<file path="config.mk">
export PLATFORM = sky130hd
export DESIGN_NAME = lldd_ram
export DESIGN_NICKNAME = d
export VERILOG_FILES = /design/src/design/least_loaded_decoder_dispatch_assert.svh /design/src/design/lldd_ram.sv
export SDC_FILE = /design/constraint.sdc
export NUM_CORES = 1
export LEC_CHECK = 0
export BUFFER_PORTS_ARGS = -buffer_cell sky130_fd_sc_hd__buf_2
export CAP_MARGIN = 20
export CORE_AREA = 2 2 313 191
export CTS_BUF_LIST = sky130_fd_sc_hd__clkbuf_4 sky130_fd_sc_hd__clkbuf_8
export DETAILED_ROUTE_END_ITERATION = 6
export DIE_AREA = 0 0 315 193
export PLACE_DENSITY = 0.87
export SETUP_SLACK_MARGIN = 0.05
export SKIP_LAST_GASP = 1
export SYNTH_ARGS = -nofsm -noshare
export SYNTH_HDL_FRONTEND = slang
export SYNTH_SLANG_ARGS = --single-unit
</file>
<file path="constraint.sdc">
create_clock -name i_clk -period 9.85 [get_ports i_clk]
set_input_delay 0.4925 -clock i_clk [delete_from_list [all_inputs] [get_ports i_clk]]
set_output_delay 0.4925 -clock i_clk [all_outputs]
set_load 0.02 [all_outputs]
</file>
<file path="src/design/least_loaded_decoder_dispatch_assert.svh">
// Assertion shorthands shared by the dispatch logic.
// Each expects i_clk and i_rst_n in scope.
`ifndef LEAST_LOADED_DECODER_DISPATCH_ASSERT_SVH
`define LEAST_LOADED_DECODER_DISPATCH_ASSERT_SVH

// Consequent checked in the same cycle as the antecedent.
`define LLDD_ASSERT_SAME(label, ante, cons, msg) \
    label: assert property (@(posedge i_clk) disable iff (!i_rst_n) \
        (ante) |-> (cons)) else $error(msg);

// Consequent checked in the cycle after the antecedent.
`define LLDD_ASSERT_NEXT(label, ante, cons, msg) \
    label: assert property (@(posedge i_clk) disable iff (!i_rst_n) \
        (ante) |=> (cons)) else $error(msg);

`endif

</file>
<file path="src/design/lldd_ram.sv">
module lldd_ram #(
    parameter int WIDTH = 64,
    parameter int DEPTH = 16,
    localparam int AW = (DEPTH > 1) ? $clog2(DEPTH) : 1
) (
    input  logic             i_clk,
    input  logic             i_we,
    input  logic [AW-1:0]    i_waddr,
    input  logic [WIDTH-1:0] i_wdata,
    input  logic [AW-1:0]    i_raddr,
    output logic [WIDTH-1:0] o_rdata
);

    logic [WIDTH-1:0] r_mem [DEPTH];
    logic [WIDTH-1:0] r_rdata;

    always_ff @(posedge i_clk) begin
        if (i_we) begin
            r_mem[i_waddr] <= i_wdata;
        end
        r_rdata <= r_mem[i_raddr];
    end

    assign o_rdata = r_rdata;

endmodule

</file>
# --- Word-level counts from Yosys, hierarchy flattened ---
# Memory sizes are Yosys's and may differ from the RTL's. A register that Yosys moved wholly into a read port is not among the register bits.
# Index checks and enable logic that the tools add are counted.
totals:
  mem_count: 1
  out_inout_bits: 64
  mem_bits_rw: 1024
  ff_bits: 0
mem_list:
  columns: ["memory", "depth", "word_bits", "rd", "rd_ports_with_merged_regs", "wr", "line", "rtl"]
  rows:
  - ["r_mem", 16, 64, 1, 1, 1, "lldd_ram.sv:14", "logic [WIDTH-1:0] r_mem [DEPTH];"]
op_classes:
  n_mux: 2
ops:
  columns: ["operator", "n"]
  rows:
  - ["1-bit 2-to-1 mux", 2]

# --- Depth between registers and ports, before layout ---
depth:
  word_depth: 2
  mapped_depth: 6

# --- Worst setup path after synthesis ---
# Ideal clock, no wire load.
synth_path:
  path_type: "input port to flip-flop"
  from: "input port i_waddr[2]"
  to: "memory r_mem[0][0], enable pin"
  t_required_ns: 9.285
  setup_ns: 0.565
  cell_stages: 2
  path_buffers: 0
  slack_ns: 3.929
  t_arrival_ns: 5.356
  cell_sequence: "or3b_2 nor3_1"
synth_lines:
  columns: ["item", "line", "rtl"]
  rows:
  - ["start, declared", "lldd_ram.sv:8", "input logic [AW-1:0] i_waddr,"]
  - ["end, declared", "lldd_ram.sv:14", null]
# No word-level cell before the write port.

# --- Worst setup path in the final report ---
layout_path:
  from: "input port i_waddr[2]"
  to: "memory r_mem[1][7], enable pin"
# No word-level cell before the write port.

==> flow_metrics.tcl <==
set metrics [dict create \
    status "finished clean" \
    period_share_pct 25.79 \
    drive_gt1_share_pct 34.60 \
    grt_pass1_wl_um 123100 \
    die_width_um 315 \
    layout.nets 1965 \
    boundaryPins 138 \
    core_mm2 0.05827 \
    wl_per_cell_um 30.30 \
    synth-seq-area-share_pct 80.92 \
    post_synth_instance_area_mm2 0.03958 \
    setup_violations 0 \
    die_area_mm2 0.06080 \
    ys_warn_count 0 \
    cts_max_path_buffers 3 \
    clkSlewWorstSetupHoldPaths_ns 0.06 \
    grt_max_degree 129 \
    overflow 0 \
    comb_power_share_pct 5.1 \
    syn2layout_area_growth_pct 12.01 \
    crit_arrival_ns 2.90 \
    nFillCells 2861 \
    rsz0062_at_grt "false" \
    min_path_type "in -> reg" \
    cts_tree "yes" \
    postCtsSetupRepairBufs 0 \
    finalClockSkew_ns 0.01858 \
    period_needed_ns 2.540 \
    hpwl_um 41190 \
    setup-tns-final_ns 0 \
    ir_worst_vdd_v 0.0001585 \
    insertion_delay_ns 0.75 \
    cts_max_level 4 \
    dr.pass1.iters 5 \
    post_synth.cell_area_avg_um2 24.03 \
    critPathMaxFanout 41 \
    seqCellArea_mm2 0.03203 \
    avgViaCountPerCell 6.703 \
    antenna_found_initial 10 \
    final_hold_viol_count 0 \
    p_seq_share_pct 57.1 \
    tightest_slew_ns 1.182 \
    syn-num-nets 1721 \
    multi_input_area_mm2 0.007234 \
    slew_violations 0 \
    reg2reg_setup_slack_ns 8.43 \
    cts.repair.resized 0 \
    ctsHoldBuffers 0 \
    finalWirelength_um 84640 \
    start_kind "input port" \
    p_leak_nw 14.37 \
    port_buffers 137 \
    die_h_um 193 \
    synth-seq-cells 1088 \
    switching_power_w 0.001930 \
    cts_sinks 1088 \
    grt_use_total_pct 28.66 \
    grt_pass1_vias 19310 \
    cp-end-kind "register" \
    p_total_w 0.009128 \
    max_freq_mhz 393.7 \
    cell_internal_pwr_w 0.007198 \
    start_util_pct 67.92 \
    numCtsBuffers 147 \
    first_iter_violations 2385 \
    slew-limit-headroom_pct 21.22 \
    rows 69 \
    pwr-share-clk_pct 37.8 \
    drtAntennaViolNets 0 \
    place_congestion 0.7179 \
    cap_violations 0 \
    final_util_pct 76.08 \
    vias 18720 \
    powerDensity_mw_per_mm2 205.9 \
    worst-setup-path-type "in -> reg" \
    cp.required_ns 10.21 \
    drc 0 \
    synth_cells 1647 \
    synth_cell_type_count 18 \
    switching_share_pct 21.14 \
    cts_root_buf "clkbuf_8" \
]
## stage by stage
| stage | std cells | hold WS [ns] | area [µm²] | worst slack (ns) |
|---|---|---|---|---|
| 2_1_floorplan | 1647 | 0.5914 | 39580 | 3.929 |
| 3_3_place_gp | 2520 | 0.6501 | 41240 | 6.551 |
| 3_5_place_dp | 2520 | 0.6586 | 41240 | 6.482 |
| 4_1_cts | 2784 | 0.05452 | 44250 | 7.258 |
| 5_1_grt | 2792 | 0.07630 | 44330 | 7.020 |
| 6_report | 2793 | 0.1080 | 44340 | 7.310 |
## placed cells by master (no fill, tap or decap), types with 2 or more instances in the layout
cell type / synthesis / final
clkinv_2: 0 / 5
clkbuf_8: 0 / 170
buf_12: 0 / 2
nor2b_4: 0 / 2
mux4_2: 256 / 256
nor3_2: 0 / 4
clkbuf_4: 0 / 50
bufinv_16: 0 / 3
clkinv_1: 0 / 26
buf_2: 13 / 135
diode_2: 0 / 6
nor2_4: 0 / 13
buf_8: 0 / 2
edfxtp_1: 1024 / 1024
nand2b_1: 2 / 2
inv_6: 0 / 4
a22oi_1: 128 / 128
dfxtp_1: 64 / 64
buf_4: 6 / 39
nand2_1: 65 / 65
clkinvlp_4: 0 / 5
nand3b_1: 2 / 2
## cell families (layout without fill, tap and decap cells)
family          after synthesis  in the layout  share of synthesized area (%)
flops                      1088           1088                          80.92
mux                         256            256                          14.57
compound gates              128            128                          2.428
simple gates                 91             91                         0.9420
other cells                   0              6                              0
buf+inv                      84            443                          1.141
## worst paths after layout
path,start,to,cells after the start
worst max register to register,r_mem[9][0],o_rdata[0],3
worst min-delay path,i_wdata[23],r_mem[9][23],1
worst min register to register,r_mem[15][51],o_rdata[51],3
worst max-delay path,i_waddr[2],r_mem[1][7],4
## state kept, by name, indices dropped and copies added (netlist names)
name and count:
r_mem 1024, o_rdata 64
## power groups by stage
stage	sequential [W]	clock, W	combinational [W]
after global routing	0.00522	0.00369	0.000496
after global placement	0.00530	0	0.000446
after CTS	0.00522	0.00349	0.000467
after floorplan	0.00534	0	0.000246
final	0.00521	0.00345	0.000465
after detailed placement	0.00531	0	0.000465
## layer usage
| metal | wire length [µm] | up-vias | GRT usage, % | part of all wire, % |
|---|---|---|---|---|
| met5 | 55 | - | 0 | 0.065 |
| met4 | 1692 | 8 | 9.139 | 2.0 |
| met3 | 8307 | 148 | 6.524 | 9.8 |
| met2 | 43690 | 1202 | 47.18 | 52 |
| met1 | 30890 | 9811 | 39.34 | 37 |
| li1 | - | 7553 | - | - |
## final cells by class
cell class                 count  share of cell area (%)
tap                          781                   2.204
timing repair buffer         179                   2.404
sequential                  1088                   72.25
multi-input combinational    475                   16.32
clock inverter                44                  0.6688
antenna                        6                 0.03387
clock buffer                 220                   6.124
## synthesized netlist by cell type
cell	number	share of area, %
edfxtp_1	1024	78
clkbuf_1	36	0.34
nand2b_1	2	0.032
nor2b_1	2	0.032
nand3b_1	2	0.038
and2_1	1	0.016
nand2_1	65	0.62
dfxtp_1	64	3.2
mux4_2	256	15
buf_4	6	0.11
buf_6	13	0.37
nor3_1	4	0.051
nor2_1	13	0.12
buf_2	13	0.16
buf_1	16	0.15
a22oi_1	128	2.4
or3b_2	1	0.022
nand3_1	1	0.013
## critical path: stages
cell,delay (ns)
buf_2,0.11
or3b_2,0.58
nor2_4,0.81
buf_4,0.84
Power figures use the tool's default switching activity.
