<file path="config.mk">
export PLATFORM = sky130hd
export DESIGN_NAME = lldd_cost
export DESIGN_NICKNAME = d
export VERILOG_FILES = /design/src/design/least_loaded_decoder_dispatch_assert.svh /design/src/design/lldd_pkg.sv /design/src/design/lldd_cost.sv
export SDC_FILE = /design/constraint.sdc
export NUM_CORES = 2
export LEC_CHECK = 0
export ABC_AREA = 1
export BUFFER_PORTS_ARGS = -buffer_cell sky130_fd_sc_hd__buf_2
export CAP_MARGIN = 20
export CORE_MARGIN = 2
export CORE_UTILIZATION = 55
export CTS_CLUSTER_DIAMETER = 200
export CTS_CLUSTER_SIZE = 24
export DETAILED_ROUTE_END_ITERATION = 10
export GPL_TIMING_DRIVEN = 0
export PLACE_DENSITY = 0.71
export SLEW_MARGIN = 10
export SYNTH_ARGS = -nofsm -noshare
export SYNTH_HDL_FRONTEND = slang
export SYNTH_SLANG_ARGS = --single-unit
</file>
<file path="constraint.sdc">
create_clock -name i_clk -period 9 [get_ports i_clk]
set_input_delay 0.9 -clock i_clk [delete_from_list [all_inputs] [get_ports i_clk]]
set_output_delay 0.9 -clock i_clk [all_outputs]
set_load 0.01 [all_outputs]
</file>
<file path="src/design/least_loaded_decoder_dispatch_assert.svh">
// Assertion shorthands shared by the dispatch logic.
// Each expects i_clk and i_rst_n in scope.
`ifndef LEAST_LOADED_DECODER_DISPATCH_ASSERT_SVH
`define LEAST_LOADED_DECODER_DISPATCH_ASSERT_SVH

// Consequent checked in the same cycle as the antecedent.
`define LLDD_ASSERT_SAME(label, ante, cons, msg) \
    label: assert property (@(posedge i_clk) disable iff (!i_rst_n) \
        (ante) |-> (cons)) else $error(msg);

// Consequent checked in the cycle after the antecedent.
`define LLDD_ASSERT_NEXT(label, ante, cons, msg) \
    label: assert property (@(posedge i_clk) disable iff (!i_rst_n) \
        (ante) |=> (cons)) else $error(msg);

`endif

</file>
<file path="src/design/lldd_pkg.sv">
package lldd_pkg;

    localparam int RATE_W     = 40;
    localparam int TIME_W     = 64;
    localparam int CHUNK_W    = 16;
    localparam int COLUMN_W   = 12;
    localparam int BYTES_W    = 32;
    localparam int VALUES_W   = 32;
    localparam int VSIZE_W    = 5;
    localparam int ID_OUT_W   = 4;
    localparam int CFG_IDX_W  = 8;

    // Input word layout, lowest bit first
    localparam int IN_DATA_W  = 104;
    localparam int IN_USER_W  = 1;
    // Output word layout, lowest bit first
    localparam int OUT_DATA_W = 96;
    localparam int OUT_USER_W = 3;

    localparam logic [RATE_W-1:0] SETUP_RST      = 40'd33627785747;
    localparam logic [RATE_W-1:0] TRANSFER_RST   = 40'd276955;
    localparam logic [RATE_W-1:0] DECOMPRESS_RST = 40'd46655585492;
    localparam logic [RATE_W-1:0] PLAIN_RST      = 40'd2611778;

    localparam logic [CFG_IDX_W-1:0] CFG_SETUP      = 8'd0;
    localparam logic [CFG_IDX_W-1:0] CFG_TRANSFER   = 8'd1;
    localparam logic [CFG_IDX_W-1:0] CFG_DECOMPRESS = 8'd2;
    localparam logic [CFG_IDX_W-1:0] CFG_PLAIN      = 8'd3;

    localparam logic FUNC_SCHEDULE = 1'b0;
    localparam logic FUNC_DEQUEUE  = 1'b1;

    typedef struct packed {
        logic [RATE_W-1:0] setup;
        logic [RATE_W-1:0] transfer;
        logic [RATE_W-1:0] decompress;
        logic [RATE_W-1:0] plain;
    } t_cost_cfg;

    typedef struct packed {
        logic [BYTES_W-1:0]  cbytes;
        logic [VALUES_W-1:0] values;
        logic [VSIZE_W-1:0]  vsize;
        logic                compressed;
    } t_job;

endpackage

</file>
<file path="src/design/lldd_cost.sv">
module lldd_cost (
    input  logic                          i_clk,
    input  logic                          i_rst_n,
    input  logic                          i_start,
    input  lldd_pkg::t_cost_cfg           i_cfg,
    input  lldd_pkg::t_job                i_job,
    output logic                          o_done,
    output logic [lldd_pkg::TIME_W-1:0]   o_cost
);

    import lldd_pkg::*;

    localparam int HALF_W = RATE_W / 2;
    localparam int OPND_W = 38;
    localparam int PROD_W = HALF_W + OPND_W;
    localparam int TERM_W = RATE_W + OPND_W;
    localparam logic [2:0] LAST_MUL_STEP = 3'd5;
    localparam logic [2:0] LAST_STEP     = 3'd7;

    typedef enum logic [1:0] {C_IDLE, C_PREP, C_RUN} t_cstate;

    t_cstate             r_state;
    logic [2:0]          r_step;
    logic                r_done;
    logic [OPND_W-1:0]   r_sum;
    logic [PROD_W-1:0]   r_prod;
    logic [TERM_W-1:0]   r_term;
    logic [TIME_W-1:0]   r_cost;

    logic [RATE_W-1:0]   w_rate;
    logic [HALF_W-1:0]   w_rate_half;
    logic [OPND_W-1:0]   w_opnd;
    logic [PROD_W-1:0]   w_prod;
    logic [TIME_W-1:0]   w_term_sat;
    logic [TIME_W:0]     w_cost_sum;
    logic [OPND_W-2:0]   w_out_bytes;

    // Step pairs 0-1, 2-3, 4-5: low and high rate halves of each term
    always_comb begin
        unique case (r_step[2:1])
            2'd0: begin
                w_rate = i_cfg.transfer;
                w_opnd = r_sum;
            end
            2'd1: begin
                w_rate = i_cfg.decompress;
                w_opnd = OPND_W'(i_job.cbytes);
            end
            default: begin
                w_rate = i_cfg.plain;
                w_opnd = OPND_W'(i_job.values);
            end
        endcase
    end

    assign w_rate_half = r_step[0] ? w_rate[RATE_W-1:HALF_W] : w_rate[HALF_W-1:0];
    assign w_prod      = w_rate_half * w_opnd;
    assign w_out_bytes = i_job.values * i_job.vsize;

    // Drop the decompress term for raw chunks
    always_comb begin
        if (r_step == 3'd5 && !i_job.compressed) begin
            w_term_sat = '0;
        end else if (|r_term[TERM_W-1:TIME_W]) begin
            w_term_sat = '1;
        end else begin
            w_term_sat = r_term[TIME_W-1:0];
        end
    end

    assign w_cost_sum = {1'b0, r_cost} + {1'b0, w_term_sat};

    always_ff @(posedge i_clk) begin
        if (!i_rst_n) begin
            r_state <= C_IDLE;
            r_step  <= '0;
            r_done  <= 1'b0;
        end else begin
            unique case (r_state)
                C_IDLE: begin
                    if (i_start) begin
                        r_done  <= 1'b0;
                        r_state <= C_PREP;
                    end
                end
                C_PREP: begin
                    r_sum   <= OPND_W'(i_job.cbytes) + OPND_W'(w_out_bytes);
                    r_cost  <= TIME_W'(i_cfg.setup);
                    r_step  <= '0;
                    r_state <= C_RUN;
                end
                C_RUN: begin
                    if (r_step <= LAST_MUL_STEP) begin
                        r_prod <= w_prod;
                    end
                    if (r_step >= 3'd1 && r_step <= 3'd6) begin
                        if (r_step[0]) begin
                            r_term <= TERM_W'(r_prod);
                        end else begin
                            r_term <= r_term + {r_prod, {HALF_W{1'b0}}};
                        end
                    end
                    if (r_step == 3'd3 || r_step == 3'd5 || r_step == LAST_STEP) begin
                        r_cost <= w_cost_sum[TIME_W] ? '1 : w_cost_sum[TIME_W-1:0];
                    end
                    if (r_step == LAST_STEP) begin
                        r_done  <= 1'b1;
                        r_state <= C_IDLE;
                    end else begin
                        r_step <= r_step + 3'd1;
                    end
                end
                default: r_state <= C_IDLE;
            endcase
        end
    end

    assign o_done = r_done;
    assign o_cost = r_cost;

endmodule

</file>
Word level (Yosys, flattened, before mapping):

Index checks and enable logic that the tools add are counted.

* $add $sub $neg: 4
* $mul: 2
* magnitude comparators: 3
* equality and inequality tests: 10
* multiplexer cells: 17
* reductions and logical operators: 17

Operators by type and width (count)
* $mux W64: 4
* $pmux W64 S2: 1
* $pmux W40 S2: 1
* $add A78 B78 Y78: 1
* $pmux W38 S2: 1
* $add A64 B64 Y65: 1
* $mul A20 B38 Y58: 1
* $mux W58: 1
* $add A32 B37 Y38: 1
* $mul A32 B5 Y37: 1
* $mux W20: 1
* $reduce_or A14 Y1: 1
* $reduce_and A3 Y1: 4
* $ne A2 B2 Y1 const B: 4
* $eq A3 B3 Y1 const B: 2
* $le A3 B3 Y1 const B: 2
* $pmux W2 S3: 1
* $pmux W3 S2: 1
* $reduce_and A2 Y1: 3
* $eq A2 B1 Y1 const B: 2
* $logic_not A2 Y1: 2
* $mux W2: 2
* $reduce_bool A2 Y1: 2
* $add A3 B1 Y3 const B: 1
* 9 further kinds: 12

* flip-flop bits (word level): 244

Depth between registers and ports, before layout:

* word-level depth: 7
* mapped depth: 37
* depth with buffers taken out: 34

Least setup slack after synthesis:

No wires, ideal clock.

* path type: in2reg
* start: input port i_job[13] (netlist name)
* end: register r_prod[42], data pin
* library setup time: 0.252 ns
* data arrival time: 6.655 ns
* data required time: 8.748 ns
* slack: 2.092 ns
* stages: 29
* path buffers: 2
* cells stage by stage: o22a_1 -> o21a_1 -> clkbuf_1 -> inv_1 -> clkbuf_1 -> nor2_1 -> fa_1 -> fa_1 -> inv_1 -> fa_1 -> inv_1 -> fa_1 -> fa_1 -> fa_1 -> inv_1 -> fa_1 -> inv_1 -> ha_1 -> a21oi_1 -> a21boi_0 -> nor2_1 -> nor2_1 -> o21ai_0 -> nand2_1 -> nand2_1 -> nand2_1 -> nand2_1 -> nand2_1 -> nand2_1

* cells in the longest elaborated chain, start to end: 2

Ends and longest elaborated chain
* start: declaration: RTL line lldd_cost.sv:6 `input lldd_pkg::t_job i_job,`
* $pmux W38 S2: RTL line lldd_cost.sv:40 `unique case (r_step[2:1])`
* $mul A20 B38 Y58: RTL line lldd_cost.sv:57 `assign w_prod = w_rate_half * w_opnd;`
* net w_prod[42]: RTL line lldd_cost.sv:33 `logic [PROD_W-1:0] w_prod;`
* end signal: assignment: RTL line lldd_cost.sv:94 `r_prod <= w_prod;`
* end: declaration: RTL line lldd_cost.sv:26 `logic [PROD_W-1:0] r_prod;`

The timed path passes the listed nets, and every way through them passes these cells.
A chain may end at the register's enable or synchronous reset.

Worst setup path in the final report:

* start: register r_step[2]
* end: register r_prod[45], data pin

* cells in the longest elaborated chain, start to end: 4

Ends and longest elaborated chain
* start: declaration: RTL line lldd_cost.sv:23 `logic [2:0] r_step;`
* start signal: assignment: RTL line lldd_cost.sv:110 `r_step <= r_step + 3'd1;`
* $eq A2 B1 Y1 / $logic_not A2 Y1 (equally long branches): RTL line lldd_cost.sv:40
* $pmux W40 S2: RTL line lldd_cost.sv:40
* $mux W20: RTL line lldd_cost.sv:56 `assign w_rate_half = r_step[0] ? w_rate[RATE_W-1:HALF_W] : w_rate[HALF_W-1:0];`
* $mul A20 B38 Y58 *: RTL line lldd_cost.sv:57
* net w_prod[45]: RTL line lldd_cost.sv:33

The timed path passes the listed nets; every way through them passes the cells marked *.

==> impl_metrics.yaml <==
global_route:
  track_usage: 0.403
  grt_pass1_vias: 50773
  grt_pass1_wl_um: 295000
  grt_antenna_before_repair: 4
  grt_max_degree: 30
  grt_overflow: 0
route:
  ant_nets: 0
  wl_um: 194000
  vias_per_cell: 5.58
  drt_first_pass_iters: 8
  first_iter_violations: 4699
  wl_per_cell_um: 21.9
  dr_total_vias: 49436
  drc: 0
synth:
  async_flop_share: 0
  synth-compound-area-share: 0.0777
  netlist_area_um2: 52100
  yosysWarnings: 0
  synth_nets: 8620
  synthXorXnorAreaFrac: 0.0197
  syn_area_per_cell_um2: 7.15
  ys_ff_latch: 244
  synth.top_cell.area_share: 0.295
  synth_area_leaders: "fa_1 30%, nand2_1 14%, edfxtp_1 14%"
  synth-main-ff-cell: "edfxtp_1"
  muxShareOfSynthArea: 0
  syn_inst: 7278
  ys_seq_area_frac: 0.140
  synthSimpleGateAreaFrac: 0.247
  synth_top_family_by_area: "adder cells"
  synth-edff-count: 238
  synth_fa_ha_area_frac: 0.377
  synth.largest_area_cell: "fa_1"
  ys_types: 50
die:
  die-area_um2: 97100
  boundaryPins: 298
  initial_utilization: 0.556
  core_um2: 93600
  fp.dieH_um: 312
  die_x_um: 312
  rows: 112
critical_path:
  startpoint_type: "register"
  cp.arrival_ps: 9030
  r2r_slack_ps: 230
  cp_max_fo: 10
  crit_family: "adder cells"
  crit_required_ps: 9270
  cpPeakStageDelay_ps: 650
  slowest_stage: "clkbuf_1"
  cp_num_buf_inv: 11
  end_kind: "register"
  cpMostUsedCell: "fa_1"
  worstSetupPathType: "register to register"
cts:
  clockRootBuffer: "clkbuf_16"
  cts_buffer_depth: 3
  cts_num_sinks: 244
  insertion_delay_ps: 560
  htreeDepth: 1
  cts_tree: "yes"
  cts_buffers: 14
  clk_pin_slew_ps: 110
  cts_setup_buffers: 0
finish:
  final_cells: 8861
  drive_above_1_share: 0.0653
  final_common_cell: "nand2_1"
  mostFrequentLayoutCells: "2001 x nand2_1, 1676 x inv_1, 876 x nor2_1"
  area_delta_synth_final_pct: 7.21
  fillCellCount: 9296
  nets: 8945
  fin_area_um2: 55800
timing:
  hold_viol: 0
  timing.slew.headroom: 0.241
  fmax_mhz: 114
  rsz0062_at_grt: "no"
  min_period_over_period: 0.974
  setup_violations: 0
  clock_skew_ps: 39.0
  period_needed_ps: 8770
  final.setup.tns_ps: 0
  maxSlewViolCount: 0
  worst_pin_slew_ps: 1140
placement:
  post-place-cells: 8841
  portBuffers: 297
  dpl.hpwl_um: 167000
  postPlaceCellArea_um2: 55400
  gp_congestion: 1.03
hold_path:
  hold_path.class: "register to register"
run:
  maxCapViolations: 0
status:
  status: "complete, no violations"
synthesized netlist by cell type (22+ instances only):
cell type and count:
o21ai_0 221, a21oi_1 252, o21bai_1 40, clkbuf_1 77, nand3_1 205, nor3_1 41, o221ai_1 40, ha_1 341
edfxtp_1 238, o22a_1 30, nand3b_1 22, xor2_1 84, nand2_1 2008, o21a_1 39, xnor2_1 33, inv_1 1676
nand4_1 29, nor2_1 879, buf_2 97, fa_1 768
worst register-to-register path, delay by kind of cell, from the launching register on:
kind                     cells  cell delay (ps)
adder cells (fa/ha/maj)      8             3960
buffers and inverters       11             2530
AO/OA/AOI/OAI                4              860
AND/OR/NAND/NOR              5              600
flip-flops                   1              360
XOR/XNOR                     1              190
metrics by stage:
step	utilization	worst slack, ps	hold slack (ps)
after global routing	0.596	8.14	558
final	0.596	234	526
after floorplan	-	2090	484
after CTS	0.596	2.20	520
after detailed placement	0.592	-148	504
after global placement	0.589	-1160	494
layout make-up:
class | count | area [µm²] | area share
diodes | 1 | 2.50 | 0.0000448
plain buffers | 188 | 873 | 0.0156
clock buffers | 17 | 383 | 0.00686
clock inverters | 2 | 25.0 | 0.000448
inverters | 1695 | 6360 | 0.114
multi-input cells | 5151 | 37600 | 0.674
flip-flops and latches | 244 | 7270 | 0.130
well taps | 1254 | 1570 | 0.0281
repair buffers | 309 | 1690 | 0.0302
registers in the layout (all words and copies together), names as in the netlist:
register / count
o_cost: 64
r_state: 2
r_step: 3
r_sum: 38
r_prod: 58
r_term: 78
o_done: 1
logic make-up (layout without fill, tap and decap cells):
group,count (synthesis),after routing
and+or+nand+nor,3250,3250
buffers and inverters,1883,2211
adders and majority gates,1109,1109
AOI/OAI and AO/OA,675,675
DFF,244,244
xor gates and xnor gates,117,117
other,0,1
final timing paths:
path	start	depth (start not counted)	end
max	r_step[2]	29	r_prod[45]
min	r_state[1]	3	r_state[0]
max reg2reg	r_step[2]	29	r_prod[45]
min reg2reg	r_state[1]	3	r_state[0]
routing by layer:
layer | routed length (µm) | track usage | vias up | part of all wire
met1 | 73500 | 0.492 | 23833 | 0.38
li1 | - | - | 22498 | -
met2 | 90600 | 0.675 | 2512 | 0.47
met4 | 14300 | 0.245 | 2 | 0.073
met5 | 9 | 0 | - | 0.000046
met3 | 16000 | 0.0596 | 591 | 0.082
repair_timing:
item                       in CTS  in global routing
setup endpoints to repair      16                 39
hold buffers                    0                  0
gates resized for setup         1                 17
gates cloned                    0                  0
Power is left out: the tool's default activity adds up to more than one toggle a clock period on the data nets, which glitch-free logic cannot reach.
